<file path="config.mk">
export PLATFORM = sky130hd
export DESIGN_NAME = ranging_frame_min_filter_unit_flat
export DESIGN_NICKNAME = d
export VERILOG_FILES = /design/src/rtl/core/rfmf_pkg.sv /design/src/rtl/core/rfmf_in_if.sv /design/src/rtl/core/rfmf_out_if.sv /design/src/rtl/core/rfmf_muladd.sv /design/src/rtl/core/rfmf_parser.sv /design/src/rtl/core/ranging_frame_min_filter_unit.sv /design/src/flat_wrapper.sv
export SDC_FILE = /design/constraint.sdc
export NUM_CORES = 1
export LEC_CHECK = 0
export BUFFER_PORTS_ARGS = -buffer_cell sky130_fd_sc_hd__buf_2
export CAP_MARGIN = 10
export CORE_MARGIN = 2
export CORE_UTILIZATION = 45
export CTS_BUF_LIST = sky130_fd_sc_hd__clkbuf_16
export DETAILED_ROUTE_END_ITERATION = 6
export HOLD_SLACK_MARGIN = 0.1
export PLACE_DENSITY = 0.64
export SYNTH_ARGS = -nofsm -noshare
export SYNTH_HDL_FRONTEND = slang
export SYNTH_SLANG_ARGS = --single-unit
export TNS_END_PERCENT = 30
</file>
<file path="constraint.sdc">
create_clock -name clk_i -period 27.9 [get_ports clk_i]
set_clock_uncertainty 0.2 [all_clocks]
set_input_delay 5.58 -clock clk_i [delete_from_list [all_inputs] [get_ports clk_i]]
set_output_delay 5.58 -clock clk_i [all_outputs]
set_load 0.1 [all_outputs]
</file>
<file path="src/rtl/core/rfmf_pkg.sv">
`default_nettype none
package rfmf_pkg;

  localparam logic [7:0] HEADER_BYTE = 8'hFF;

  // Filter: floor((49*lo + hi) / 50), with lo/hi chosen by direction of change.
  // Division by 50 is a multiply by ceil(2^28 / 50) and a shift by 28, exact for
  // every dividend below 2^22.
  localparam int unsigned MAC_A_W     = 22;
  localparam int unsigned MAC_B_W     = 23;
  localparam int unsigned MAC_RES_W   = 46;
  localparam int unsigned RECIP_SHIFT = 28;
  localparam logic [MAC_B_W-1:0] FILTER_WEIGHT = 23'd49;
  localparam logic [MAC_B_W-1:0] RECIP_MULT    = 23'd5368710;

  typedef enum logic [2:0] {
    PH_HEAD1 = 3'd0,
    PH_HEAD2 = 3'd1,
    PH_DATA  = 3'd2,
    PH_SNR   = 3'd3,
    PH_CHECK = 3'd4
  } rfmf_phase_e;

  typedef enum logic [2:0] {
    ST_IDLE,
    ST_SCAN,
    ST_MUL1,
    ST_MUL2,
    ST_OUT
  } rfmf_state_e;

  typedef struct packed {
    logic       take;
    logic       clear;
    logic [7:0] data;
  } rfmf_parse_ctl_t;

endpackage
`default_nettype wire

</file>
<file path="src/rtl/core/rfmf_in_if.sv">
`default_nettype none
interface rfmf_in_if;
  logic       valid;
  logic       ready;
  logic       req_type;
  logic [7:0] rx_byte;

  modport source (output valid, output req_type, output rx_byte, input ready);
  modport sink (input valid, input req_type, input rx_byte, output ready);
endinterface
`default_nettype wire

</file>
<file path="src/rtl/core/rfmf_out_if.sv">
`default_nettype none
interface rfmf_out_if;
  logic        valid;
  logic        ready;
  logic        reading_valid;
  logic [15:0] filt_range;

  modport source (output valid, output reading_valid, output filt_range, input ready);
  modport sink (input valid, input reading_valid, input filt_range, output ready);
endinterface
`default_nettype wire

</file>
<file path="src/rtl/core/rfmf_muladd.sv">
`default_nettype none
module rfmf_muladd (
  input  wire logic                           clk_i,
  input  wire logic                           en_i,
  input  wire logic [rfmf_pkg::MAC_A_W-1:0]   a_i,
  input  wire logic [rfmf_pkg::MAC_B_W-1:0]   b_i,
  input  wire logic [rfmf_pkg::MAC_A_W-1:0]   c_i,
  output logic      [rfmf_pkg::MAC_RES_W-1:0] res_o
);
  import rfmf_pkg::*;

  logic [MAC_RES_W-1:0] res_q;

  always_ff @(posedge clk_i) begin
    if (en_i) begin
      res_q <= MAC_RES_W'(a_i) * MAC_RES_W'(b_i) + MAC_RES_W'(c_i);
    end
  end

  assign res_o = res_q;

endmodule
`default_nettype wire

</file>
<file path="src/rtl/core/rfmf_parser.sv">
`default_nettype none
module rfmf_parser #(
  parameter int unsigned NUM_DISTANCES = 5,
  parameter int unsigned NUM_SNR_BYTES = 5
) (
  input  wire logic                     clk_i,
  input  wire logic                     rst_ni,
  input  wire rfmf_pkg::rfmf_parse_ctl_t ctl_i,
  input  wire logic [(NUM_DISTANCES > 1 ? $clog2(NUM_DISTANCES) : 1)-1:0] rd_idx_i,
  output logic      [15:0]              rd_word_o,
  output logic                          frame_good_o
);
  import rfmf_pkg::*;

  localparam int unsigned DataBytes = 2 * NUM_DISTANCES;
  localparam int unsigned DcW       = $clog2(DataBytes + 1);
  localparam int unsigned ScW       = (NUM_SNR_BYTES > 0) ? $clog2(NUM_SNR_BYTES + 1) : 1;
  localparam int unsigned WIdxW     = (NUM_DISTANCES > 1) ? $clog2(NUM_DISTANCES) : 1;
  localparam logic [DcW-1:0] DcLast = DcW'(DataBytes - 1);
  localparam logic [ScW-1:0] ScLast = ScW'((NUM_SNR_BYTES > 0) ? NUM_SNR_BYTES - 1 : 0);
  localparam rfmf_phase_e AfterData = (NUM_SNR_BYTES > 0) ? PH_SNR : PH_CHECK;

  rfmf_phase_e    phase_q, phase_d;
  logic [DcW-1:0] dc_q, dc_d;
  logic [ScW-1:0] sc_q, sc_d;
  logic [7:0]     sum_q, sum_d;
  logic           wr_en;
  logic           good;
  logic [15:0]    word_q [NUM_DISTANCES];

  always_comb begin
    phase_d = phase_q;
    dc_d    = dc_q;
    sc_d    = sc_q;
    sum_d   = sum_q;
    wr_en   = 1'b0;
    good    = 1'b0;
    if (ctl_i.clear) begin
      phase_d = PH_HEAD1;
      dc_d    = '0;
      sc_d    = '0;
      sum_d   = '0;
    end else if (ctl_i.take) begin
      case (phase_q)
        PH_HEAD2: begin
          if (ctl_i.data == HEADER_BYTE) begin
            sum_d   = sum_q + HEADER_BYTE;
            dc_d    = '0;
            sc_d    = '0;
            phase_d = PH_DATA;
          end else begin
            phase_d = PH_HEAD1;
          end
        end
        PH_DATA: begin
          wr_en = 1'b1;
          sum_d = sum_q + ctl_i.data;
          dc_d  = dc_q + 1'b1;
          if (dc_q == DcLast) begin
            phase_d = AfterData;
          end
        end
        PH_SNR: begin
          sum_d = sum_q + ctl_i.data;
          sc_d  = sc_q + 1'b1;
          if (sc_q == ScLast) begin
            phase_d = PH_CHECK;
          end
        end
        PH_CHECK: begin
          good    = (ctl_i.data == sum_q);
          phase_d = PH_HEAD1;
        end
        default: begin
          if (ctl_i.data == HEADER_BYTE) begin
            sum_d   = HEADER_BYTE;
            phase_d = PH_HEAD2;
          end else begin
            phase_d = PH_HEAD1;
          end
        end
      endcase
    end
  end

  always_ff @(posedge clk_i or negedge rst_ni) begin
    if (!rst_ni) begin
      phase_q <= PH_HEAD1;
      dc_q    <= '0;
      sc_q    <= '0;
      sum_q   <= '0;
    end else begin
      phase_q <= phase_d;
      dc_q    <= dc_d;
      sc_q    <= sc_d;
      sum_q   <= sum_d;
    end
  end

  // Little-endian: even byte count fills the low half of the word.
  always_ff @(posedge clk_i) begin
    if (wr_en) begin
      if (dc_q[0]) begin
        word_q[dc_q[WIdxW:1]][15:8] <= ctl_i.data;
      end else begin
        word_q[dc_q[WIdxW:1]][7:0] <= ctl_i.data;
      end
    end
  end

  assign rd_word_o    = word_q[rd_idx_i];
  assign frame_good_o = good;

endmodule
`default_nettype wire

</file>
<file path="src/rtl/core/ranging_frame_min_filter_unit.sv">
`default_nettype none
// Byte item: accepted in ST_IDLE. A byte that closes a frame with a good checksum
// then enters ST_SCAN, one stored distance compared per cycle, NUM_DISTANCES in all.
// Poll item: with a nonzero batch minimum, ST_MUL1 and ST_MUL2 (two passes through the
// shared multiply-add: weighted sum, then reciprocal multiply for /50), then ST_OUT;
// otherwise ST_OUT directly. ST_OUT waits for the sink. One item in flight at a time.
// Reset clears parser, batch minimum, filter state and output; distance store is not cleared.
module ranging_frame_min_filter_unit #(
  parameter int unsigned NUM_DISTANCES = 5,
  parameter int unsigned NUM_SNR_BYTES = 5
) (
  input  wire logic clk_i,
  input  wire logic rst_ni,
  rfmf_in_if.sink   in_i,
  rfmf_out_if.source out_o
);
  import rfmf_pkg::*;

  localparam int unsigned WIdxW = (NUM_DISTANCES > 1) ? $clog2(NUM_DISTANCES) : 1;
  localparam logic [WIdxW-1:0] LastIdx = WIdxW'(NUM_DISTANCES - 1);

  rfmf_state_e      state_q, state_d;
  logic [WIdxW-1:0] idx_q, idx_d;
  logic [15:0]      best_q, best_d;
  logic [15:0]      batch_q, batch_d;
  logic [15:0]      smooth_q, smooth_d;
  logic [15:0]      op_a_q, op_a_d;
  logic [15:0]      op_b_q, op_b_d;
  logic             pend_q, pend_d;
  logic             out_valid_q, out_valid_d;
  logic             rep_valid_q, rep_valid_d;
  logic [15:0]      rep_dist_q, rep_dist_d;

  logic             in_acc;
  logic             frame_good;
  logic [15:0]      rd_word;
  logic [15:0]      best_n;
  logic [15:0]      seed;
  logic [15:0]      quot;
  logic             out_free;
  rfmf_parse_ctl_t  pctl;

  logic                 mac_en;
  logic [MAC_A_W-1:0]   mac_a;
  logic [MAC_B_W-1:0]   mac_b;
  logic [MAC_A_W-1:0]   mac_c;
  logic [MAC_RES_W-1:0] mac_res;

  assign in_i.ready = (state_q == ST_IDLE);
  assign in_acc     = in_i.valid && in_i.ready;
  assign out_free   = !out_valid_q || out_o.ready;

  assign pctl.take  = in_acc && !in_i.req_type;
  assign pctl.clear = in_acc && in_i.req_type;
  assign pctl.data  = in_i.rx_byte;

  rfmf_parser #(
    .NUM_DISTANCES(NUM_DISTANCES),
    .NUM_SNR_BYTES(NUM_SNR_BYTES)
  ) u_parser (
    .clk_i       (clk_i),
    .rst_ni      (rst_ni),
    .ctl_i       (pctl),
    .rd_idx_i    (idx_q),
    .rd_word_o   (rd_word),
    .frame_good_o(frame_good)
  );

  rfmf_muladd u_mac (
    .clk_i(clk_i),
    .en_i (mac_en),
    .a_i  (mac_a),
    .b_i  (mac_b),
    .c_i  (mac_c),
    .res_o(mac_res)
  );

  assign best_n = ((rd_word != 16'd0) && ((best_q == 16'd0) || (rd_word < best_q)))
                  ? rd_word : best_q;
  assign seed   = (smooth_q == 16'd0) ? batch_q : smooth_q;
  assign quot   = mac_res[RECIP_SHIFT +: 16];

  always_comb begin
    state_d     = state_q;
    idx_d       = idx_q;
    best_d      = best_q;
    batch_d     = batch_q;
    smooth_d    = smooth_q;
    op_a_d      = op_a_q;
    op_b_d      = op_b_q;
    pend_d      = pend_q;
    out_valid_d = out_valid_q;
    rep_valid_d = rep_valid_q;
    rep_dist_d  = rep_dist_q;
    mac_en      = 1'b0;
    mac_a       = MAC_A_W'(op_a_q);
    mac_b       = FILTER_WEIGHT;
    mac_c       = MAC_A_W'(op_b_q);

    if (out_valid_q && out_o.ready) begin
      out_valid_d = 1'b0;
    end

    case (state_q)
      ST_IDLE: begin
        if (in_acc) begin
          if (in_i.req_type) begin
            batch_d = 16'd0;
            if (batch_q == 16'd0) begin
              pend_d  = 1'b0;
              state_d = ST_OUT;
            end else begin
              // Seed on first use; lower value takes the weight of 49.
              pend_d   = 1'b1;
              smooth_d = seed;
              if (batch_q <= seed) begin
                op_a_d = batch_q;
                op_b_d = seed;
              end else begin
                op_a_d = seed;
                op_b_d = batch_q;
              end
              state_d = ST_MUL1;
            end
          end else if (frame_good) begin
            idx_d   = '0;
            best_d  = 16'd0;
            state_d = ST_SCAN;
          end
        end
      end
      ST_SCAN: begin
        best_d = best_n;
        if (idx_q == LastIdx) begin
          if ((best_n != 16'd0) && ((batch_q == 16'd0) || (best_n < batch_q))) begin
            batch_d = best_n;
          end
          idx_d   = '0;
          state_d = ST_IDLE;
        end else begin
          idx_d = idx_q + 1'b1;
        end
      end
      ST_MUL1: begin
        mac_en  = 1'b1;
        state_d = ST_MUL2;
      end
      ST_MUL2: begin
        mac_en  = 1'b1;
        mac_a   = mac_res[MAC_A_W-1:0];
        mac_b   = RECIP_MULT;
        mac_c   = '0;
        state_d = ST_OUT;
      end
      ST_OUT: begin
        if (out_free) begin
          out_valid_d = 1'b1;
          rep_valid_d = pend_q;
          if (pend_q) begin
            rep_dist_d = quot;
            smooth_d   = quot;
          end else begin
            rep_dist_d = 16'd0;
          end
          state_d = ST_IDLE;
        end
      end
      default: begin
        state_d = ST_IDLE;
      end
    endcase
  end

  always_ff @(posedge clk_i or negedge rst_ni) begin
    if (!rst_ni) begin
      state_q     <= ST_IDLE;
      idx_q       <= '0;
      batch_q     <= 16'd0;
      smooth_q    <= 16'd0;
      pend_q      <= 1'b0;
      out_valid_q <= 1'b0;
    end else begin
      state_q     <= state_d;
      idx_q       <= idx_d;
      batch_q     <= batch_d;
      smooth_q    <= smooth_d;
      pend_q      <= pend_d;
      out_valid_q <= out_valid_d;
    end
  end

  always_ff @(posedge clk_i) begin
    best_q      <= best_d;
    op_a_q      <= op_a_d;
    op_b_q      <= op_b_d;
    rep_valid_q <= rep_valid_d;
    rep_dist_q  <= rep_dist_d;
  end

  assign out_o.valid         = out_valid_q;
  assign out_o.reading_valid = rep_valid_q;
  assign out_o.filt_range    = rep_dist_q;

`ifndef ASSERT_OFF
  a_poll_clears_batch: assert property (@(posedge clk_i) disable iff (!rst_ni)
    (in_acc && in_i.req_type) |=> (batch_q == 16'd0))
    else $error("batch minimum not cleared by poll");

  a_filter_bounded: assert property (@(posedge clk_i) disable iff (!rst_ni)
    (state_q == ST_OUT && pend_q) |-> (quot >= op_a_q && quot <= op_b_q))
    else $error("filtered value outside old/new range");

  a_idx_idle: assert property (@(posedge clk_i) disable iff (!rst_ni)
    (state_q != ST_SCAN) |-> (idx_q == '0))
    else $error("scan index left nonzero outside scan");

  a_invalid_zero: assert property (@(posedge clk_i) disable iff (!rst_ni)
    (out_valid_q && !rep_valid_q) |-> (rep_dist_q == 16'd0))
    else $error("invalid reading carries nonzero distance");
`endif

endmodule
`default_nettype wire
</file>
<file path="src/flat_wrapper.sv">
// flat-port wrapper written by rule: the top's interface ports become plain ports
module ranging_frame_min_filter_unit_flat import rfmf_pkg::*;
#(
  parameter int unsigned NUM_DISTANCES = 5,
  parameter int unsigned NUM_SNR_BYTES = 5
)
  (clk_i, rst_ni, in_i_valid, in_i_req_type, in_i_rx_byte, in_i_ready, out_o_valid, out_o_reading_valid, out_o_filt_range, out_o_ready);
  rfmf_in_if in_i_i ();
  rfmf_out_if out_o_i ();
  input  wire logic clk_i;
  input  wire logic rst_ni;
  input wire logic [$bits(in_i_i.valid)-1:0] in_i_valid;
  input wire logic [$bits(in_i_i.req_type)-1:0] in_i_req_type;
  input wire logic [$bits(in_i_i.rx_byte)-1:0] in_i_rx_byte;
  output wire logic [$bits(in_i_i.ready)-1:0] in_i_ready;
  output wire logic [$bits(out_o_i.valid)-1:0] out_o_valid;
  output wire logic [$bits(out_o_i.reading_valid)-1:0] out_o_reading_valid;
  output wire logic [$bits(out_o_i.filt_range)-1:0] out_o_filt_range;
  input wire logic [$bits(out_o_i.ready)-1:0] out_o_ready;
  assign in_i_i.valid = in_i_valid;
  assign in_i_i.req_type = in_i_req_type;
  assign in_i_i.rx_byte = in_i_rx_byte;
  assign in_i_ready = in_i_i.ready;
  assign out_o_valid = out_o_i.valid;
  assign out_o_reading_valid = out_o_i.reading_valid;
  assign out_o_filt_range = out_o_i.filt_range;
  assign out_o_i.ready = out_o_ready;
  ranging_frame_min_filter_unit #(.NUM_DISTANCES(NUM_DISTANCES), .NUM_SNR_BYTES(NUM_SNR_BYTES)) u_core (.clk_i(clk_i), .rst_ni(rst_ni), .in_i(in_i_i), .out_o(out_o_i));
endmodule
</file>
# Yosys cells after proc, flatten, opt, wreduce, memory -nomap -nowiden

Memory sizes are Yosys's and may differ from the RTL's.
Index checks and enable logic that the tools add are counted.

Bits in registers: 167
Latch bits: 0
Memory bits (writable): 80
Memory bits (read-only): 0
Bits of input ports: 13
Output and inout bits: 19
Word-level logic and storage cells: 162
Memories kept: 1

Memory list:

| name                   | depth | width | read ports | clocked after memory_dff | wr ports | line              | RTL |
|---|---|---|---|---|---|---|---|
| u_core.u_parser.word_q | 5     | 16    | 1          | 0                        | 1        | rfmf_parser.sv:29 | `logic [15:0] word_q [NUM_DISTANCES];` |

Add/subtract/negate cells: 6
$mul: 1
Divide/modulo/power cells: 0
Magnitude comparators: 3
Eq/ne operators: 27
Shifts and indexed selects: 0
Muxes and demuxes: 71
Bitwise operators: 1
Reductions and logical operators: 36

Operator list:

| cell                                                   | number |
|---|---|
| two-way mux 16 bit                                     | 17 |
| case mux 16 bit (2 select lines)                       | 3 |
| two-way mux 3 bit                                      | 17 |
| logical NOT 16 bit                                     | 3 |
| adder 44 x 16 -> 44 bit                                | 1 |
| multiplier 22 x 23 -> 44 bit                           | 1 |
| less-than comparator 16 bit                            | 2 |
| two-way mux 8 bit                                      | 4 |
| nonzero test 16 bit                                    | 2 |
| case mux 8 bit (3 select lines)                        | 1 |
| two-way mux 23 bit                                     | 1 |
| two-way mux 22 bit                                     | 1 |
| two-way mux 1 bit                                      | 18 |
| less-or-equal comparator 16 bit                        | 1 |
| AND reduction 4 bit                                    | 4 |
| case mux 3 bit (5 select lines)                        | 1 |
| == test 3 x 2 -> 1 bit (second input constant)         | 4 |
| == test 3 bit (second input constant)                  | 4 |
| two-way mux 4 bit                                      | 3 |
| case mux 3 bit (2 select lines)                        | 2 |
| case mux 3 bit (4 select lines)                        | 1 |
| AND reduction 3 bit                                    | 4 |
| inequality test 2 x 1 -> 1 bit (second input constant) | 5 |
| inequality test 2 bit (second input constant)          | 5 |
| other kinds (23)                                       | 40 |

# Logic depth before layout (Yosys ltp)

An unclocked memory read counts as a cell.

Depth after elaboration: 11
Mapped depth: 32
Gate-level depth less buffers: 27

# By module

A second synthesis with hierarchy kept.

Cells, all modules: 3015
Area total of the unflattened synthesis: 29802.3 um^2

By module, submodules not included:

| module                        | instances | cells an instance | area an instance (um^2) | sequential area each (um^2) |
|---|---|---|---|---|
| rfmf_muladd                   | 1         | 2043              | 18878.1                 | 1381.3 |
| ranging_frame_min_filter_unit | 1         | 658               | 6308.6                  | 2952.8 |
| rfmf_parser                   | 1         | 314               | 4615.7                  | 2852.7 |

# Least setup slack after synthesis

OpenSTA, ideal clock, no wires.

Path kind: flip-flop to flip-flop
Start: register u_core.state_q[2]
End: register u_core.u_mac.res_q[40], in the netlist u_core.u_mac.res_o[40], data pin
Library setup time: 0.259 ns
Arrival: 8.489 ns
Required time: 27.441 ns
Setup slack: 18.952 ns
Cell stages (with the launch flop): 29
Buffers on the path: 4
Path through: dfrtp_1 -> clkbuf_1 -> nor2b_1 -> clkbuf_1 -> and2_1 -> clkbuf_1 -> buf_1 -> nand2_1 -> fa_1 -> inv_1 -> fa_1 -> inv_1 -> fa_1 -> fa_1 -> inv_1 -> fa_1 -> fa_1 -> inv_1 -> fa_1 -> inv_1 -> ha_1 -> a41o_1 -> a221oi_1 -> a21oi_1 -> o311ai_0 -> nand3_1 -> a31o_2 -> a21oi_1 -> xnor2_1

Word-level cells in the longest chain between the ends: 4
Elaborated cells between the ends (all ways): 6
Classes of those cells: add/sub (1); mul (1); eq/ne (1); mux (3)

RTL lines:

| item                                                            | line                                 | RTL |
|---|---|---|
| from (decl)                                                     | ranging_frame_min_filter_unit.sv:22  | `rfmf_state_e state_q, state_d;` |
| from (signal assigned)                                          | ranging_frame_min_filter_unit.sv:183 | `state_q <= state_d;` |
| == test 3 x 2 -> 1 bit *                                        | ranging_frame_min_filter_unit.sv:104 | `case (state_q)` |
| two-way mux 22 bit / two-way mux 23 bit (equally long branches) | ranging_frame_min_filter_unit.sv:104 |  |
| multiplier 22 x 23 -> 44 bit                                    | rfmf_muladd.sv:16                    | `res_q <= MAC_RES_W'(a_i) * MAC_RES_W'(b_i) + MAC_RES_W'(c_i);` |
| adder 44 x 16 -> 44 bit *                                       | rfmf_muladd.sv:16                    |  |
| to (signal assigned)                                            | rfmf_muladd.sv:16                    |  |
| to (decl)                                                       | rfmf_muladd.sv:12                    | `logic [MAC_RES_W-1:0] res_q;` |

Mark *: on every way between the ends. The rest lies on a longest branch, timed or not.
A chain may end at the register's enable or synchronous reset.

# Worst setup path in the final report

Same ends and word-level chain as after synthesis.

==> results_dict.tcl <==
set metrics [dict create \
    p_per_area_nw_per_um2 33.8 \
    grt_pass1_wl_mm 88.6 \
    max_slew_margin 0.258 \
    power.switching_w 0.000219 \
    finalCritPeriodShare 0.334 \
    seq_power_share 0.483 \
    ys_types 74 \
    post_cts_buffers 0 \
    endpoint_kind "flop" \
    diodes 0 \
    clock_power_share 0.378 \
    grt_usage 0.217 \
    max_clock_freq_mhz 107 \
    crit_top_cell "fa_1" \
    cts_made_buffers 25 \
    p_sw_frac 0.266 \
    synth_flop_cell "edfxtp_1" \
    drc 0 \
    area_delta_synth_final_pct 7.65 \
    ys_seq_area_frac 0.308 \
    power.total_w 0.000821 \
    p_int_w 0.000602 \
    drv_slew 0 \
    synth-async-reset-ratio 0.241 \
    dieHeight_um 228 \
    rr_startpoint "u_core.state_q[2]" \
    path_class "reg2reg" \
    avgViaCountPerCell 5.27 \
    arrival_ps 9380 \
    cp.required_ps 27970 \
    syn_inst 2102 \
    core_um2 49900 \
    rrSetupSlack_ps 18590 \
    num_rows 82 \
    cts.sinks 241 \
    crit_buf_inv 6 \
    path_clk_slew_ps 60 \
    syn_area_per_cell_um2 10.7 \
    synth_edf_count 183 \
    ys_ff_latch 241 \
    netlist_area_um2 22600 \
    grt_overflow_total 0 \
    critical_path.top_delay_family "adder cells" \
    power.leakage_nw 11.9 \
    final_layout_size_suffix_gt1_frac 0.0652 \
    r2r_cells 26 \
    ant_nets 0 \
    final_cell_area_um2 24300 \
    drt_pass1_iterations 5 \
    ios 32 \
    final.setup.tns_ps 0 \
    critPathCapture "u_core.u_mac.res_o[40]" \
    die_area_um2 52000 \
    ys_warn_count 0 \
    cts_tree "yes" \
    worstHoldStart "u_core.smooth_q[9]" \
    startpoint "u_core.state_q[2]" \
    tightest_slew_ps 1100 \
    hold_class "reg2reg" \
    crit_fanout 46 \
    grt_pass1_vias 15700 \
    wire_per_inst_um 19.3 \
    cts_resized 0 \
    grt_max_degree 59 \
    placed_cell_area_um2 23500 \
    cts_hold_buffers 0 \
    drv_cap 0 \
    htree_levels 1 \
    antenna_found_initial 0 \
    setup_viol 0 \
    vias 14900 \
    drt_iter0_markers 981 \
    slowest_stage "and2_1" \
    portBuffers 31 \
    rr_endpoint "u_core.u_mac.res_o[40]" \
    rsz0062_at_grt "false" \
    holdPathStages 2 \
    fin_crit_ps 9310 \
    peakVddDrop_uv 39.3 \
    path_depth 26 \
    initial_utilization 0.453 \
    clk_latency_ps 520 \
    dp_hpwl_mm 45.9 \
    startpoint_type "flop" \
    finalHoldViolCount 0 \
    cp_slowest_stage_delay_ps 790 \
    wl_mm 54.8 \
    status "completed" \
    clockBufferDepth 3 \
    finalWeightedCongestion 0.974 \
    nets 2694 \
    combPwrFrac 0.138 \
    die_w_um 228 \
    cts_root_buf "clkbuf_16" \
]
kinds of logic (layout without fill, tap and decap cells):
logic type	Yosys count	count (layout)	share of synthesized area
adders and majority gates	535	535	0.375
other	2	30	0.000333
and+or+nand+nor	422	422	0.0911
muxes	59	59	0.0351
xor gates and xnor gates	49	49	0.0190
DFF	241	241	0.308
buffers and inverters	492	526	0.0835
AOI/OAI and AO/OA	302	302	0.0884
placed cells by master, fill, tap and decap left out, drive strengths merged, types with 37 or more instances in the layout:
| master | Yosys | routed |
|---|---|---|
| inv | 440 | 447 |
| ha | 298 | 298 |
| fa | 236 | 236 |
| edfxtp | 183 | 183 |
| nand2 | 128 | 128 |
| a21oi | 108 | 108 |
| nor2 | 105 | 105 |
| o21ai | 60 | 60 |
| dfrtp | 58 | 58 |
| and2 | 45 | 45 |
| buf | 14 | 42 |
| mux2i | 39 | 39 |
| xnor2 | 37 | 37 |
through the flow:
step	setup slack [ps]	util	hold slack [ps]	cells
CTS	18640	0.487	320	2834
floorplan	18950	-	272	2130
finish	18590	0.487	318	2836
global route	17980	0.487	346	2836
global placement	18850	0.472	294	2790
detailed placement	18690	0.472	308	2790
state kept, by name (all words and copies together) (netlist names):
register                    flops
u_core.pend_q                   1
u_core.u_parser.phase_q         3
u_core.op_b_q                  16
u_core.u_mac.res_o             38
u_core.smooth_q                16
u_core.u_parser.dc_q            4
u_core.out_o.filt_range        16
u_core.out_o.valid              1
u_core.idx_q                    3
u_core.op_a_q                  16
u_core.out_o.reading_valid      1
u_core.state_q                  3
u_core.u_parser.word_q         80
u_core.best_q                  16
u_core.u_parser.sc_q            3
u_core.batch_q                 16
u_core.u_parser.sum_q           8
layer usage:
metal | GRT usage | part of all wire | vias up
met5 | 0 | 0 | -
met4 | 0.0329 | 0.012 | 0
met3 | 0.0294 | 0.059 | 46
met2 | 0.351 | 0.46 | 414
met1 | 0.317 | 0.47 | 7452
li1 | - | - | 7037
worst min path at each step:
| stage | endpoint | slack [ps] |
|---|---|---|
| after floorplan | u_core.smooth_q[10] | 270 |
| after global routing | u_core.smooth_q[9] | 350 |
| after global placement | u_core.smooth_q[9] | 290 |
| after CTS | u_core.smooth_q[9] | 320 |
| after detailed placement | u_core.smooth_q[9] | 310 |
| final | u_core.smooth_q[9] | 320 |
Yosys cell counts, types with 6 or more instances:
cell type  number  share of area
clkbuf_1       38         0.0063
nor2b_1         8         0.0022
and3_1         12         0.0033
a21oi_1       106          0.024
ha_1          298           0.17
or2_2          21         0.0058
fa_1          236           0.21
nand3_1        18         0.0040
o31ai_1         7         0.0023
inv_1         440          0.073
nand2_1       127          0.021
nor2_1        105          0.017
o21ai_0        58          0.013
nand4_1        13         0.0036
mux2i_1        38          0.017
nand2b_1       16         0.0044
xnor2_1        37          0.014
dfrtp_1        58          0.064
a211oi_1       14         0.0047
nor3_1         22         0.0049
mux4_2         13          0.013
a21o_1         30          0.010
o2bb2ai_2      10         0.0067
buf_2           6         0.0013
xor2_1         12         0.0047
edfxtp_1      183           0.24
o21bai_1        6         0.0020
o21a_1         19         0.0063
o2bb2ai_1       6         0.0023
and2_1         43          0.012
nor4_1         17         0.0047
worst reg2reg max path: cells and delay by family, from the launching register on:
kind | cells | cell delay, ps
adder cells (fa/ha/maj) | 8 | 4000
buffers and inverters | 6 | 780
AND/OR/NAND/NOR | 4 | 1480
AO/OA/AOI/OAI | 7 | 2030
flip-flops | 1 | 480
XOR/XNOR | 1 | 80
layout make-up:
type,count,area [µm²]
timing repair buffer,42,243
multi-input combinational,1397,13900
fill,4576,25600
tap,672,841
clock inverter,19,124
inverter,440,1650
sequential,241,6950
clock buffer,25,626
power groups by stage:
stage	clock, W	combinational, W	sequential, W
3_3_place_gp	0	0.000110	0.000404
2_1_floorplan	0	0.0000705	0.000418
4_1_cts	0.000316	0.000113	0.000397
5_1_grt	0.000330	0.000126	0.000397
3_5_place_dp	0	0.000112	0.000404
6_report	0.000311	0.000113	0.000397
No activity file was read; power rests on OpenSTA's default activity.
